===== src/rtl/ptb_pkg.sv =====
// shared types and constants for the periodic / one-shot timer bank
// no dependencies; imported by ptb_front, ptb_back and the top level
package ptb_pkg;

    localparam int NUM_TIMERS_DEF = 8;
    localparam int IDX_W          = 3;
    localparam int VAL_W          = 32;
    localparam int MASK_W         = 8;
    localparam int QUEUE_DEPTH    = 2;

    typedef enum logic [2:0] {
        CMD_TICK    = 3'd0,
        CMD_CREATE  = 3'd1,
        CMD_START   = 3'd2,
        CMD_STOP    = 3'd3,
        CMD_RESET   = 3'd4,
        CMD_RESTART = 3'd5,
        CMD_SET     = 3'd6,
        CMD_QUERY   = 3'd7
    } t_cmd;

    // coarse class picked by the front end
    typedef enum logic [1:0] {
        KIND_TICK   = 2'd0,
        KIND_CREATE = 2'd1,
        KIND_SLOT   = 2'd2
    } t_kind;

    typedef struct packed {
        t_kind             kind;
        t_cmd              cmd;
        logic [IDX_W-1:0]  idx;
        logic [VAL_W-1:0]  value;
        logic              one_shot;
    } t_item;

endpackage


===== src/rtl/ptb_front.sv =====
// front end of the timer bank: accepts command words, classifies them
// and holds them in a short queue for the back end; depends on ptb_pkg
module ptb_front
    import ptb_pkg::*;
(
    input  logic               i_clk,
    input  logic               i_rst_n,
    input  logic               i_valid,
    output logic               o_ready,
    input  logic [2:0]         i_command,
    input  logic [IDX_W-1:0]   i_timer_index,
    input  logic [VAL_W-1:0]   i_value,
    input  logic               i_one_shot,
    output logic               o_q_valid,
    output t_item              o_q_item,
    input  logic               i_q_pop
);

    localparam int CNT_W = $clog2(QUEUE_DEPTH + 1);
    localparam int PTR_W = (QUEUE_DEPTH > 1) ? $clog2(QUEUE_DEPTH) : 1;

    t_item              r_queue [QUEUE_DEPTH];
    logic [PTR_W-1:0]   r_wr_ptr, n_wr_ptr;
    logic [PTR_W-1:0]   r_rd_ptr, n_rd_ptr;
    logic [CNT_W-1:0]   r_count,  n_count;
    t_item              w_item;
    logic               w_push;
    logic               w_pop;
    t_cmd               w_cmd;

    // classify the incoming word
    always_comb begin
        w_cmd = t_cmd'(i_command);
        case (w_cmd)
            CMD_TICK:   w_item.kind = KIND_TICK;
            CMD_CREATE: w_item.kind = KIND_CREATE;
            default:    w_item.kind = KIND_SLOT;
        endcase
        w_item.cmd      = w_cmd;
        w_item.idx      = i_timer_index;
        w_item.value    = i_value;
        w_item.one_shot = i_one_shot;
    end

    assign o_ready   = (r_count != CNT_W'(QUEUE_DEPTH));
    assign o_q_valid = (r_count != '0);
    assign o_q_item  = r_queue[r_rd_ptr];
    assign w_push    = i_valid && o_ready;
    assign w_pop     = i_q_pop && o_q_valid;

    always_comb begin
        n_wr_ptr = r_wr_ptr;
        n_rd_ptr = r_rd_ptr;
        n_count  = r_count;
        if (w_push) begin
            n_wr_ptr = (r_wr_ptr == PTR_W'(QUEUE_DEPTH - 1)) ? '0 : PTR_W'(r_wr_ptr + 1'b1);
        end
        if (w_pop) begin
            n_rd_ptr = (r_rd_ptr == PTR_W'(QUEUE_DEPTH - 1)) ? '0 : PTR_W'(r_rd_ptr + 1'b1);
        end
        case ({w_push, w_pop})
            2'b10:   n_count = CNT_W'(r_count + 1'b1);
            2'b01:   n_count = CNT_W'(r_count - 1'b1);
            default: n_count = r_count;
        endcase
    end

    always_ff @(posedge i_clk) begin
        if (!i_rst_n) begin
            r_wr_ptr <= '0;
            r_rd_ptr <= '0;
            r_count  <= '0;
        end else begin
            r_wr_ptr <= n_wr_ptr;
            r_rd_ptr <= n_rd_ptr;
            r_count  <= n_count;
        end
    end

    always_ff @(posedge i_clk) begin
        if (w_push) begin
            r_queue[r_wr_ptr] <= w_item;
        end
    end

    a_count_bound: assert property (@(posedge i_clk) disable iff (!i_rst_n)
        r_count <= CNT_W'(QUEUE_DEPTH))
        else $error("queue fill count out of range");

endmodule


===== src/rtl/ptb_back.sv =====
// back end of the timer bank: executes queued commands against the timer
// memories, sweeps all created timers on a tick, holds the result word; uses ptb_pkg
module ptb_back
    import ptb_pkg::*;
#(
    parameter int NUM_TIMERS = NUM_TIMERS_DEF
) (
    input  logic               i_clk,
    input  logic               i_rst_n,
    input  logic               i_q_valid,
    input  t_item              i_q_item,
    output logic               o_q_pop,
    output logic               o_valid,
    input  logic               i_ready,
    output logic [MASK_W-1:0]  o_fired_mask,
    output logic [IDX_W-1:0]   o_slot,
    output logic               o_running,
    output logic [VAL_W-1:0]   o_target_out,
    output logic               o_error
);

    localparam int CW = $clog2(NUM_TIMERS + 1);
    localparam int AW = (NUM_TIMERS > 1) ? $clog2(NUM_TIMERS) : 1;
    localparam int XW = (AW > 3) ? AW : 3;

    typedef enum logic [1:0] {
        S_IDLE  = 2'd0,
        S_EXEC  = 2'd1,
        S_SWEEP = 2'd2,
        S_DONE  = 2'd3
    } t_state;

    t_state              r_state, n_state;
    logic [CW-1:0]       r_created, n_created;
    logic [AW-1:0]       r_ptr, n_ptr;
    t_item               r_item, n_item;
    logic [NUM_TIMERS-1:0] r_running, n_running;
    logic [NUM_TIMERS-1:0] r_oneshot, n_oneshot;

    logic [MASK_W-1:0]   r_res_fired, n_res_fired;
    logic [IDX_W-1:0]    r_res_slot, n_res_slot;
    logic                r_res_run, n_res_run;
    logic [VAL_W-1:0]    r_res_tgt, n_res_tgt;
    logic                r_res_err, n_res_err;

    logic                r_out_valid, n_out_valid;
    logic [MASK_W-1:0]   r_out_fired, n_out_fired;
    logic [IDX_W-1:0]    r_out_slot, n_out_slot;
    logic                r_out_run, n_out_run;
    logic [VAL_W-1:0]    r_out_tgt, n_out_tgt;
    logic                r_out_err, n_out_err;

    // counter and target memories
    logic [VAL_W-1:0]    r_cnt_mem [NUM_TIMERS];
    logic [VAL_W-1:0]    r_tgt_mem [NUM_TIMERS];
    logic [VAL_W-1:0]    r_cnt_rd;
    logic [VAL_W-1:0]    r_tgt_rd;
    logic [AW-1:0]       w_rd_addr;
    logic [AW-1:0]       w_wr_addr;
    logic                w_cnt_we;
    logic                w_tgt_we;
    logic [VAL_W-1:0]    w_cnt_wd;
    logic [VAL_W-1:0]    w_tgt_wd;

    logic                w_out_free;
    logic                w_idx_ok;
    logic                w_full;
    logic                w_last;
    logic [AW-1:0]       w_addr;
    logic [VAL_W-1:0]    w_cnt_inc;
    logic                w_fire;
    logic [XW-1:0]       w_ptr_x;

    assign w_out_free = !r_out_valid || i_ready;
    assign w_idx_ok   = ({{CW{1'b0}}, r_item.idx} < {{IDX_W{1'b0}}, r_created});
    assign w_full     = (r_created == CW'(NUM_TIMERS));
    assign w_last     = ((CW'(r_ptr) + CW'(1)) == r_created);
    assign w_addr     = AW'(r_item.idx);
    assign w_cnt_inc  = r_cnt_rd + VAL_W'(1);
    assign w_fire     = (w_cnt_inc >= r_tgt_rd);
    assign w_ptr_x    = XW'(r_ptr);

    always_comb begin
        n_state     = r_state;
        n_created   = r_created;
        n_ptr       = r_ptr;
        n_item      = r_item;
        n_running   = r_running;
        n_oneshot   = r_oneshot;
        n_res_fired = r_res_fired;
        n_res_slot  = r_res_slot;
        n_res_run   = r_res_run;
        n_res_tgt   = r_res_tgt;
        n_res_err   = r_res_err;
        n_out_valid = r_out_valid;
        n_out_fired = r_out_fired;
        n_out_slot  = r_out_slot;
        n_out_run   = r_out_run;
        n_out_tgt   = r_out_tgt;
        n_out_err   = r_out_err;
        o_q_pop     = 1'b0;
        w_rd_addr   = '0;
        w_wr_addr   = w_addr;
        w_cnt_we    = 1'b0;
        w_tgt_we    = 1'b0;
        w_cnt_wd    = '0;
        w_tgt_wd    = r_item.value;

        if (r_out_valid && i_ready) begin
            n_out_valid = 1'b0;
        end

        case (r_state)
            S_IDLE: begin
                o_q_pop = 1'b1;
                w_rd_addr = (i_q_item.kind == KIND_TICK) ? '0 : AW'(i_q_item.idx);
                if (i_q_valid) begin
                    n_item      = i_q_item;
                    n_res_fired = '0;
                    n_res_slot  = '0;
                    n_res_run   = 1'b0;
                    n_res_tgt   = '0;
                    n_res_err   = 1'b0;
                    n_ptr       = '0;
                    if (i_q_item.kind != KIND_TICK) begin
                        n_state = S_EXEC;
                    end else if (r_created == '0) begin
                        n_state = S_DONE;
                    end else begin
                        n_state = S_SWEEP;
                    end
                end
            end
            S_EXEC: begin
                n_state = S_DONE;
                if (r_item.kind == KIND_CREATE) begin
                    if (w_full) begin
                        n_res_err = 1'b1;
                    end else begin
                        w_wr_addr = AW'(r_created);
                        w_cnt_we  = 1'b1;
                        w_tgt_we  = 1'b1;
                        n_running[AW'(r_created)] = 1'b0;
                        n_oneshot[AW'(r_created)] = r_item.one_shot;
                        n_created  = CW'(r_created + 1'b1);
                        n_res_slot = IDX_W'(r_created);
                    end
                end else if (!w_idx_ok) begin
                    n_res_err = 1'b1;
                end else begin
                    case (r_item.cmd)
                        CMD_START: n_running[w_addr] = 1'b1;
                        CMD_STOP:  n_running[w_addr] = 1'b0;
                        CMD_RESET: w_cnt_we = 1'b1;
                        CMD_RESTART: begin
                            w_cnt_we = 1'b1;
                            n_running[w_addr] = 1'b1;
                        end
                        CMD_SET: begin
                            n_res_tgt = r_tgt_rd;
                            w_tgt_we  = 1'b1;
                        end
                        CMD_QUERY: begin
                            n_res_run = r_running[w_addr];
                            n_res_tgt = r_tgt_rd;
                        end
                        default: n_res_err = r_res_err;
                    endcase
                end
            end
            S_SWEEP: begin
                // one timer per cycle, next read issued alongside the write-back
                w_rd_addr = AW'(r_ptr + AW'(1));
                w_wr_addr = r_ptr;
                if (r_running[r_ptr]) begin
                    w_cnt_we = 1'b1;
                    w_cnt_wd = w_fire ? '0 : w_cnt_inc;
                    if (w_fire) begin
                        if (r_oneshot[r_ptr]) begin
                            n_running[r_ptr] = 1'b0;
                        end
                        if ({1'b0, w_ptr_x} < (XW + 1)'(MASK_W)) begin
                            n_res_fired[w_ptr_x[2:0]] = 1'b1;
                        end
                    end
                end
                if (w_last) begin
                    n_state = S_DONE;
                end else begin
                    n_ptr = AW'(r_ptr + AW'(1));
                end
            end
            S_DONE: begin
                if (w_out_free) begin
                    n_out_valid = 1'b1;
                    n_out_fired = r_res_fired;
                    n_out_slot  = r_res_slot;
                    n_out_run   = r_res_run;
                    n_out_tgt   = r_res_tgt;
                    n_out_err   = r_res_err;
                    n_state     = S_IDLE;
                end
            end
            default: n_state = S_IDLE;
        endcase
    end

    always_ff @(posedge i_clk) begin
        if (!i_rst_n) begin
            r_state     <= S_IDLE;
            r_created   <= '0;
            r_out_valid <= 1'b0;
        end else begin
            r_state     <= n_state;
            r_created   <= n_created;
            r_out_valid <= n_out_valid;
        end
        r_ptr       <= n_ptr;
        r_item      <= n_item;
        r_running   <= n_running;
        r_oneshot   <= n_oneshot;
        r_res_fired <= n_res_fired;
        r_res_slot  <= n_res_slot;
        r_res_run   <= n_res_run;
        r_res_tgt   <= n_res_tgt;
        r_res_err   <= n_res_err;
        r_out_fired <= n_out_fired;
        r_out_slot  <= n_out_slot;
        r_out_run   <= n_out_run;
        r_out_tgt   <= n_out_tgt;
        r_out_err   <= n_out_err;
    end

    always_ff @(posedge i_clk) begin
        if (w_cnt_we) begin
            r_cnt_mem[w_wr_addr] <= w_cnt_wd;
        end
        if (w_tgt_we) begin
            r_tgt_mem[w_wr_addr] <= w_tgt_wd;
        end
        r_cnt_rd <= r_cnt_mem[w_rd_addr];
        r_tgt_rd <= r_tgt_mem[w_rd_addr];
    end

    assign o_valid      = r_out_valid;
    assign o_fired_mask = r_out_fired;
    assign o_slot       = r_out_slot;
    assign o_running    = r_out_run;
    assign o_target_out = r_out_tgt;
    assign o_error      = r_out_err;

    a_created_step: assert property (@(posedge i_clk) disable iff (!i_rst_n)
        (r_created == $past(r_created)) || (r_created == CW'($past(r_created) + 1'b1)))
        else $error("created count jumped");

    a_created_bound: assert property (@(posedge i_clk) disable iff (!i_rst_n)
        r_created <= CW'(NUM_TIMERS))
        else $error("created count beyond bank size");

    a_sweep_ptr: assert property (@(posedge i_clk) disable iff (!i_rst_n)
        (r_state == S_SWEEP) |-> (CW'(r_ptr) < r_created))
        else $error("sweep pointer past last created timer");

    a_result_source: assert property (@(posedge i_clk) disable iff (!i_rst_n)
        $rose(r_out_valid) |-> $past(r_state == S_DONE))
        else $error("result word loaded outside completion");

endmodule


===== src/rtl/periodic_oneshot_timer_bank.sv =====
// top level of the periodic / one-shot timer bank
// instantiates ptb_front (accept, classify, queue) and ptb_back (execute)
//
// usage:
//   input channel  i_valid / o_ready carries one command word: i_command,
//   i_timer_index, i_value, i_one_shot. output channel o_valid / i_ready
//   returns exactly one result word per command: o_fired_mask, o_slot,
//   o_running, o_target_out, o_error.
// command flow:
//   a command other than tick passes from accept through queue pop with
//   memory read, execute and result load to o_valid.
//   a tick sweeps the created timers one per cycle through the counter/target
//   memory read port. the back end works on one command at a time.
// reset:
//   synchronous active-low i_rst_n empties the queue, drops o_valid and sets
//   the created count to zero; no timer exists until a create command.
// stall:
//   while i_ready is low the result word holds; the back end finishes its
//   current command and waits, and the two-entry queue keeps accepting
//   command words until it fills, then o_ready drops.
module periodic_oneshot_timer_bank
    import ptb_pkg::*;
#(
    parameter int NUM_TIMERS = NUM_TIMERS_DEF
) (
    input  logic               i_clk,
    input  logic               i_rst_n,
    input  logic               i_valid,
    output logic               o_ready,
    input  logic [2:0]         i_command,
    input  logic [IDX_W-1:0]   i_timer_index,
    input  logic [VAL_W-1:0]   i_value,
    input  logic               i_one_shot,
    output logic               o_valid,
    input  logic               i_ready,
    output logic [MASK_W-1:0]  o_fired_mask,
    output logic [IDX_W-1:0]   o_slot,
    output logic               o_running,
    output logic [VAL_W-1:0]   o_target_out,
    output logic               o_error
);

    // queue handoff between front and back
    logic   w_q_valid;
    t_item  w_q_item;
    logic   w_q_pop;

    ptb_front u_front (
        .i_clk         (i_clk),
        .i_rst_n       (i_rst_n),
        .i_valid       (i_valid),
        .o_ready       (o_ready),
        .i_command     (i_command),
        .i_timer_index (i_timer_index),
        .i_value       (i_value),
        .i_one_shot    (i_one_shot),
        .o_q_valid     (w_q_valid),
        .o_q_item      (w_q_item),
        .i_q_pop       (w_q_pop)
    );

    // back end owns timer state and the result word register
    ptb_back #(
        .NUM_TIMERS (NUM_TIMERS)
    ) u_back (
        .i_clk        (i_clk),
        .i_rst_n      (i_rst_n),
        .i_q_valid    (w_q_valid),
        .i_q_item     (w_q_item),
        .o_q_pop      (w_q_pop),
        .o_valid      (o_valid),
        .i_ready      (i_ready),
        .o_fired_mask (o_fired_mask),
        .o_slot       (o_slot),
        .o_running    (o_running),
        .o_target_out (o_target_out),
        .o_error      (o_error)
    );

endmodule

===== config.mk =====
export PLATFORM = sky130hd
export DESIGN_NAME = periodic_oneshot_timer_bank
export DESIGN_NICKNAME = d
export VERILOG_FILES = /design/src/rtl/ptb_pkg.sv /design/src/rtl/ptb_front.sv /design/src/rtl/ptb_back.sv /design/src/rtl/periodic_oneshot_timer_bank.sv
export SDC_FILE = /design/constraint.sdc
export NUM_CORES = 1
export LEC_CHECK = 0
export BUFFER_PORTS_ARGS = -buffer_cell sky130_fd_sc_hd__buf_2
export CAP_MARGIN = 20
export CORE_MARGIN = 3
export CORE_UTILIZATION = 25
export DETAILED_ROUTE_END_ITERATION = 10
export SLEW_MARGIN = 15
export SYNTH_ARGS = -nofsm -noshare
export SYNTH_HDL_FRONTEND = slang
export SYNTH_SLANG_ARGS = --single-unit

===== constraint.sdc =====
create_clock -name i_clk -period 19 [get_ports i_clk]
set_clock_uncertainty 0.2 [all_clocks]
set_input_delay 1.9 -clock i_clk [delete_from_list [all_inputs] [get_ports i_clk]]
set_output_delay 1.9 -clock i_clk [all_outputs]
set_load 0.005 [all_outputs]

# Word level (Yosys, flattened, before mapping)
# Memories as Yosys holds them, arrays and structs flattened. A register that Yosys moved wholly into a read port is not among the register bits.
# Cells that the tools add are included.
[word_totals] out_inout_bits=47 word_cells=203 reg_bits=161 mem_count=3 ramBits=594 input_bits=43
[mem_list] memory="u_back.r_cnt_mem" words=8 width=32 rd=1 rd_clocked_by_memory_dff=1 wr=1 line="ptb_back.sv:54" text="logic [VAL_W-1:0] r_cnt_mem [NUM_TIMERS];"
[mem_list] memory="u_back.r_tgt_mem" words=8 width=32 rd=1 rd_clocked_by_memory_dff=1 wr=1 line="ptb_back.sv:55" text="logic [VAL_W-1:0] r_tgt_mem [NUM_TIMERS];"
[mem_list] memory="u_front.r_queue" words=2 width=41 rd=1 rd_clocked_by_memory_dff=1 wr=1 line="ptb_front.sv:22" text="t_item r_queue [QUEUE_DEPTH];"
[op_classes] mux=85 add_sub_neg=8 eq_ne=34 magnitude_cmp=8 n_bitwise=9 reduce_logical=32
[ops] operator="$mux 32" n=7
[ops] operator="$mux 8" n=9
[ops] operator="$pmux 32 s2" n=1
[ops] operator="$pmux 8 s2" n=3
[ops] operator="$mux 1" n=37
[ops] operator="$add 32x1->32 const B" n=1
[ops] operator="$ge 32x32->1" n=1
[ops] operator="$and 8x8->8" n=3
[ops] operator="$not 8->8" n=3
[ops] operator="$pmux 3 s2" n=4
[ops] operator="$mux 3" n=7
[ops] operator="$or 8x8->8" n=2
[ops] operator="$ne 2x1->1 const B" n=7
[ops] operator="$ne 2x2->1 const B" n=7
[ops] operator="$eq 3x3->1 const B" n=4
[ops] operator="$lt 3x4->1 const B" n=3
[ops] operator="$reduce_and 4->1" n=3
[ops] operator="$reduce_bool 2->1" n=6
[ops] operator="$reduce_and 5->1" n=2
[ops] operator="$bmux 1 s3" n=3
[ops] operator="$demux 1 s3" n=3
[ops] operator="$ge 3x1->1 const B" n=3
[ops] operator="$reduce_and 3->1" n=3
[ops] operator="$bwmux 8" n=1
[ops] operator="31 further kinds" n=53

# Longest topological paths before layout
[logic_depth] ltp_word=10 depth_mapped=12 depth_no_buf=11

# Hierarchy
# A second synthesis with hierarchy kept.
[hier_totals] cells_unflattened=2493 hier_area_um2=32338.5
[modules_own_cells] mod="ptb_back" area_per_inst_um2=29141.7 seq_area_each_um2=21300.4 cells_each=2338 n_inst=1
[modules_own_cells] mod="ptb_front" area_per_inst_um2=3196.8 seq_area_each_um2=2562.5 cells_each=155 n_inst=1

# Least setup slack after synthesis
# OpenSTA, ideal clock, no wires.
[synth_timing] path_type="register to register" startpoint="register u_back.r_created[0]" endpoint="memory u_back.r_cnt_mem[6][0] (enable)" synth_period_minus_slack_ns=7.824 t_arrival_ns=7.029 n_path_buf=2 t_required_ns=18.205 path_slack_ns=11.176 stages_incl_launch_ff=10 setup_ns=0.595 path_cell_list="dfxtp_1 -> clkbuf_1 -> clkbuf_1 -> inv_1 -> ha_1 -> nand3b_1 -> a21oi_1 -> o21ai_0 -> nand2_1 -> a2111oi_0"
[synth_between] elab_chain_len=6 word_cells_on_any_way=11 classes_between="1 x order compare; 1 x eq/ne; 9 x mux"
[synth_rtl] item="start: declaration" line="ptb_back.sv:34" text="logic [CW-1:0] r_created, n_created;"
[synth_rtl] item="start signal: assignment" line="ptb_back.sv:215" text="r_created <= n_created;"
[synth_rtl] item="$lt 3x4->1 or $eq 4x4->1 (tied branches)" line="ptb_back.sv:75, ptb_back.sv:76"
[synth_rtl] item="$mux 1 (on tied branches)" line="ptb_back.sv:148, ptb_back.sv:137"
[synth_rtl] item="$mux 1" line="ptb_back.sv:136" text="if (r_item.kind == KIND_CREATE) begin"
[synth_rtl] item="$pmux 1 s2" line="ptb_back.sv:113" text="case (r_state)"
[synth_rtl] item="$mux 1" line="ptb_back.sv:235" text="if (w_cnt_we) begin"
[synth_rtl] item="$mux 1 (not written as such)" line="ptb_back.sv:236" text="r_cnt_mem[w_wr_addr] <= w_cnt_wd;"
[synth_rtl] item="end: declaration" line="ptb_back.sv:54"
# Parallel ways exist; a longest one is shown, timed or not.

# Worst setup path in the final report
[layout_timing] startpoint="register u_back.r_cnt_rd[0] (read register of u_back.r_cnt_mem)" endpoint="memory u_back.r_cnt_mem[4][21], data pin"
[layout_between] elab_chain_len=5
[layout_rtl] item="start: declaration" line="ptb_back.sv:56" text="logic [VAL_W-1:0] r_cnt_rd;"
[layout_rtl] item="$add 32x1->32 (*)" line="ptb_back.sv:79" text="assign w_cnt_inc = r_cnt_rd + VAL_W'(1);"
[layout_rtl] item="$ge 32x32->1" line="ptb_back.sv:80" text="assign w_fire = (w_cnt_inc >= r_tgt_rd);"
[layout_rtl] item="$mux 32 (*)" line="ptb_back.sv:177" text="w_cnt_wd = w_fire ? '0 : w_cnt_inc;"
[layout_rtl] item="$mux 32 (*)" line="ptb_back.sv:175" text="if (r_running[r_ptr]) begin"
[layout_rtl] item="$mux 32 (*)" line="ptb_back.sv:113"
[layout_rtl] item="via u_back.w_cnt_wd[21]" line="ptb_back.sv:62" text="logic [VAL_W-1:0] w_cnt_wd;"
# Mark *: on every way through the listed nets, which the timed path passes. The rest lies on a longest branch.

==> impl_metrics.tcl <==
set metrics [dict create \
    status "complete, no violations" \
    cts_root_buf "clkbuf_16" \
    fin_ws_ns 13.74 \
    switching_power_mw 2.101 \
    post-route-period-util 0.2769 \
    nNetsFinal 2295 \
    seq_area_frac_synth 0.7300 \
    max_stage_delay_ns 0.79 \
    rows 132 \
    synth_cell_types 70 \
    grt_pass1_vias 18400 \
    hp-class "flop to flop" \
    fin_area_um2 38030 \
    cts_setup_buffers 0 \
    dr_total_vias 18830 \
    cts_resized 0 \
    ys_ff_latch 820 \
    cts_hold_buf 0 \
    die_height_um 367.6 \
    seq_power_share 0.419 \
    internal_power_mw 3.915 \
    clkTransAtPathRegs_ns 0.06 \
    dpl_cell_area_um2 35110 \
    die-area_um2 135100 \
    wl_per_cell_um 20.03 \
    crit_fanout 22 \
    synthAdderAreaFrac 0.01646 \
    combPwrFrac 0.299 \
    grt_overflow_total 0 \
    switching_share 0.3492 \
    synthArstFlopShare 0 \
    synth_area_um2 32690 \
    yosys_warnings 0 \
    cts_buffer_depth 3 \
    synth_edf_count 744 \
    cp_cell_sequence "ha_1 -> nand2_1 -> nor3_1 -> nand4_1 -> xnor2_1 -> ha_1 -> nand4_1 -> nor3_1 -> a2111oi_0 -> nand3_1 -> buf_4 -> nor3b_1" \
    slew_headroom 0.1276 \
    grt_max_degree 208 \
    fin_setup_tns_ns 0 \
    postLayoutCoreUtil 0.2933 \
    yosys.area.top_type "edfxtp_1" \
    grt_use_total 0.1157 \
    clkLatencyLatePin_ns 0.66 \
    worst_path_max_delay_cell "nor3b_1" \
    path_class "flop to flop" \
    antenna_left 0 \
    start_util 0.2521 \
    fin_crit_ns 5.262 \
    ios 90 \
    drv_slew 0 \
    diodes 0 \
    hpwl_mm 44.95 \
    synth_top_family_by_area "simple AND/OR/NAND/NOR gates" \
    drt_iter0_markers 1647 \
    leakage_nw 12.37 \
    tightestPinTransition_ns 1.297 \
    rsz0062_at_grt "false" \
    peakVddDrop_mv 0.1137 \
    max_freq_mhz 190.1 \
    grt_first_pass_wirelength_mm 119.6 \
    yosys.area.top_type_share 0.6834 \
    critPathTopFamily "simple AND/OR/NAND/NOR gates" \
    drc 0 \
    maxCapViolCount 0 \
    p_per_area_nw_per_um2 158.2 \
    clock_power_share 0.282 \
    antenna_found_initial 8 \
    synth_cells 2145 \
    synth-xor-area-share 0.01045 \
    cts_sinks 820 \
    pre_cts_ws_ns 13.93 \
    drt-total-wl_mm 80.58 \
    synth.area.top_cells "edfxtp_1 (68%), a211oi_1 (5.6%), and3_1 (5.1%)" \
    area_growth_syn_to_layout_pct 16.33 \
    avgSynthCellArea_um2 15.24 \
    die_w_um 367.6 \
    htreeDepth 3 \
    crit_arrival_ns 5.35 \
    whs_ns 0.2153 \
    hold_viol_final 0 \
    core_area_um2 129600 \
    ys.flop_type "edfxtp_1" \
    synth-simple-area-share 0.1095 \
    setup_viol 0 \
    endpoint_kind "flop" \
    crit_required_ns 19.09 \
    muxShareOfSynthArea 0.01661 \
    place_congestion 0.7882 \
    crit_buf_inv 1 \
    cts_tree "built" \
    via_per_inst 4.682 \
    synth_nets 2231 \
    synth_compound_area_frac 0.09090 \
    port_buffers 89 \
    cts_buffers 83 \
    drive_above_1_share 0.1583 \
    startpoint_type "flop" \
    dr.pass1.iters 5 \
]
## registers in the layout, indices dropped and copies added, names as in the netlist, 2 cells and up, named ones only
register,count
u_front.r_queue,82
u_back.r_created,4
u_back.r_state,2
u_back.r_tgt_mem,256
u_back.o_slot,3
u_back.r_res_fired,8
u_back.o_fired_mask,8
u_back.r_item,6
u_back.r_res_slot,3
u_front.r_count,2
u_back.r_oneshot,8
u_back.r_cnt_rd,32
u_back.o_target_out,32
u_back.r_cnt_mem,256
u_back.w_addr,3
u_back.r_ptr,3
u_back.r_res_tgt,32
u_back.w_tgt_wd,32
u_back.r_tgt_rd,32
## power groups by stage
stage / logic, mW / clock network (mW) / registers [mW]
after global routing: 1.96 / 1.80 / 2.55
after CTS: 1.80 / 1.73 / 2.52
after global placement: 1.78 / 0 / 2.55
final: 1.80 / 1.70 / 2.52
after detailed placement: 1.79 / 0 / 2.56
after floorplan: 1.24 / 0 / 2.48
## cells in the final DEF (no fill, tap or decap), types with 40 or more instances in the layout
master / n
nor2_1: 74
and3_1: 267
nor4_1: 56
dfxtp_1: 75
mux2_2: 40
a211oi_1: 246
inv_1: 47
nand2_1: 44
ha_1: 42
clkbuf_16: 85
buf_2: 89
edfxtp_1: 744
## path summary, 6_finish.rpt
check                  startpoint                 endpoint  slack, ns  cells after the start
max            u_back.r_cnt_rd[0]  u_back.r_cnt_mem[4][21]      13.74                     12
min reg2reg  u_back.r_res_tgt[17]  u_back.o_target_out[17]       0.22                      0
min          u_back.r_res_tgt[17]  u_back.o_target_out[17]       0.22                      0
max reg2reg    u_back.r_cnt_rd[0]  u_back.r_cnt_mem[4][21]      13.74                     12
## cells in the mapped netlist, types with 3 or more instances
| master | number |
|---|---|
| edfxtp_1 | 744 |
| and3_1 | 268 |
| a211oi_1 | 246 |
| clkbuf_1 | 85 |
| nor2_1 | 84 |
| dfxtp_1 | 76 |
| nor4_1 | 56 |
| inv_1 | 47 |
| nand2_1 | 45 |
| ha_1 | 43 |
| mux2_2 | 40 |
| a21oi_1 | 37 |
| nor3b_1 | 36 |
| buf_2 | 32 |
| nand3_1 | 30 |
| xnor2_1 | 27 |
| nor3_1 | 14 |
| nand4_1 | 13 |
| a211oi_2 | 12 |
| buf_1 | 12 |
| nor4_2 | 12 |
| o21ai_0 | 12 |
| xor2_1 | 12 |
| buf_4 | 11 |
| a2111oi_0 | 10 |
| and2_1 | 10 |
| nand2b_1 | 9 |
| nor2b_1 | 9 |
| o22ai_1 | 9 |
| o221ai_1 | 8 |
| a21boi_0 | 7 |
| mux2i_1 | 7 |
| o21a_1 | 7 |
| a21o_1 | 6 |
| and3b_1 | 6 |
| and4_1 | 5 |
| buf_6 | 5 |
| o211ai_1 | 5 |
| a32oi_1 | 4 |
| o2bb2ai_1 | 4 |
| a211o_1 | 3 |
| o311a_1 | 3 |
## kinds of logic after synthesis
logic type                 Yosys count
DFF                                820
buffers and inverters              195
muxes                               48
AOI/OAI and AO/OA                  394
xor gates and xnor gates            39
and+or+nand+nor                    606
adders and majority gates           43
## per-layer routing
| layer | up-vias | track usage | part of all wire |
|---|---|---|---|
| li1 | 8626 | - | - |
| met1 | 9500 | 0.1656 | 0.47 |
| met2 | 609 | 0.1818 | 0.46 |
| met3 | 98 | 0.02139 | 0.059 |
| met4 | 0 | 0.02578 | 0.016 |
| met5 | - | 0 | 0 |
## cell type report
cell class,instances,area [um^2]
fillers,12780,91620
flip-flops and latches,820,23860
multi-input cells,1130,8158
clock buffers,110,2281
well taps,1742,2180
repair buffers,125,728.2
clock inverters,46,633.1
inverters,49,183.9
## stage by stage
step                      instances  total power [mW]
after floorplan                2145             3.715
after global routing           4022             6.316
after global placement         3866             4.333
after detailed placement       3866             4.346
after CTS                      4022             6.050
final                          4022             6.016
Note: power is estimated with default switching activity, not from simulation.
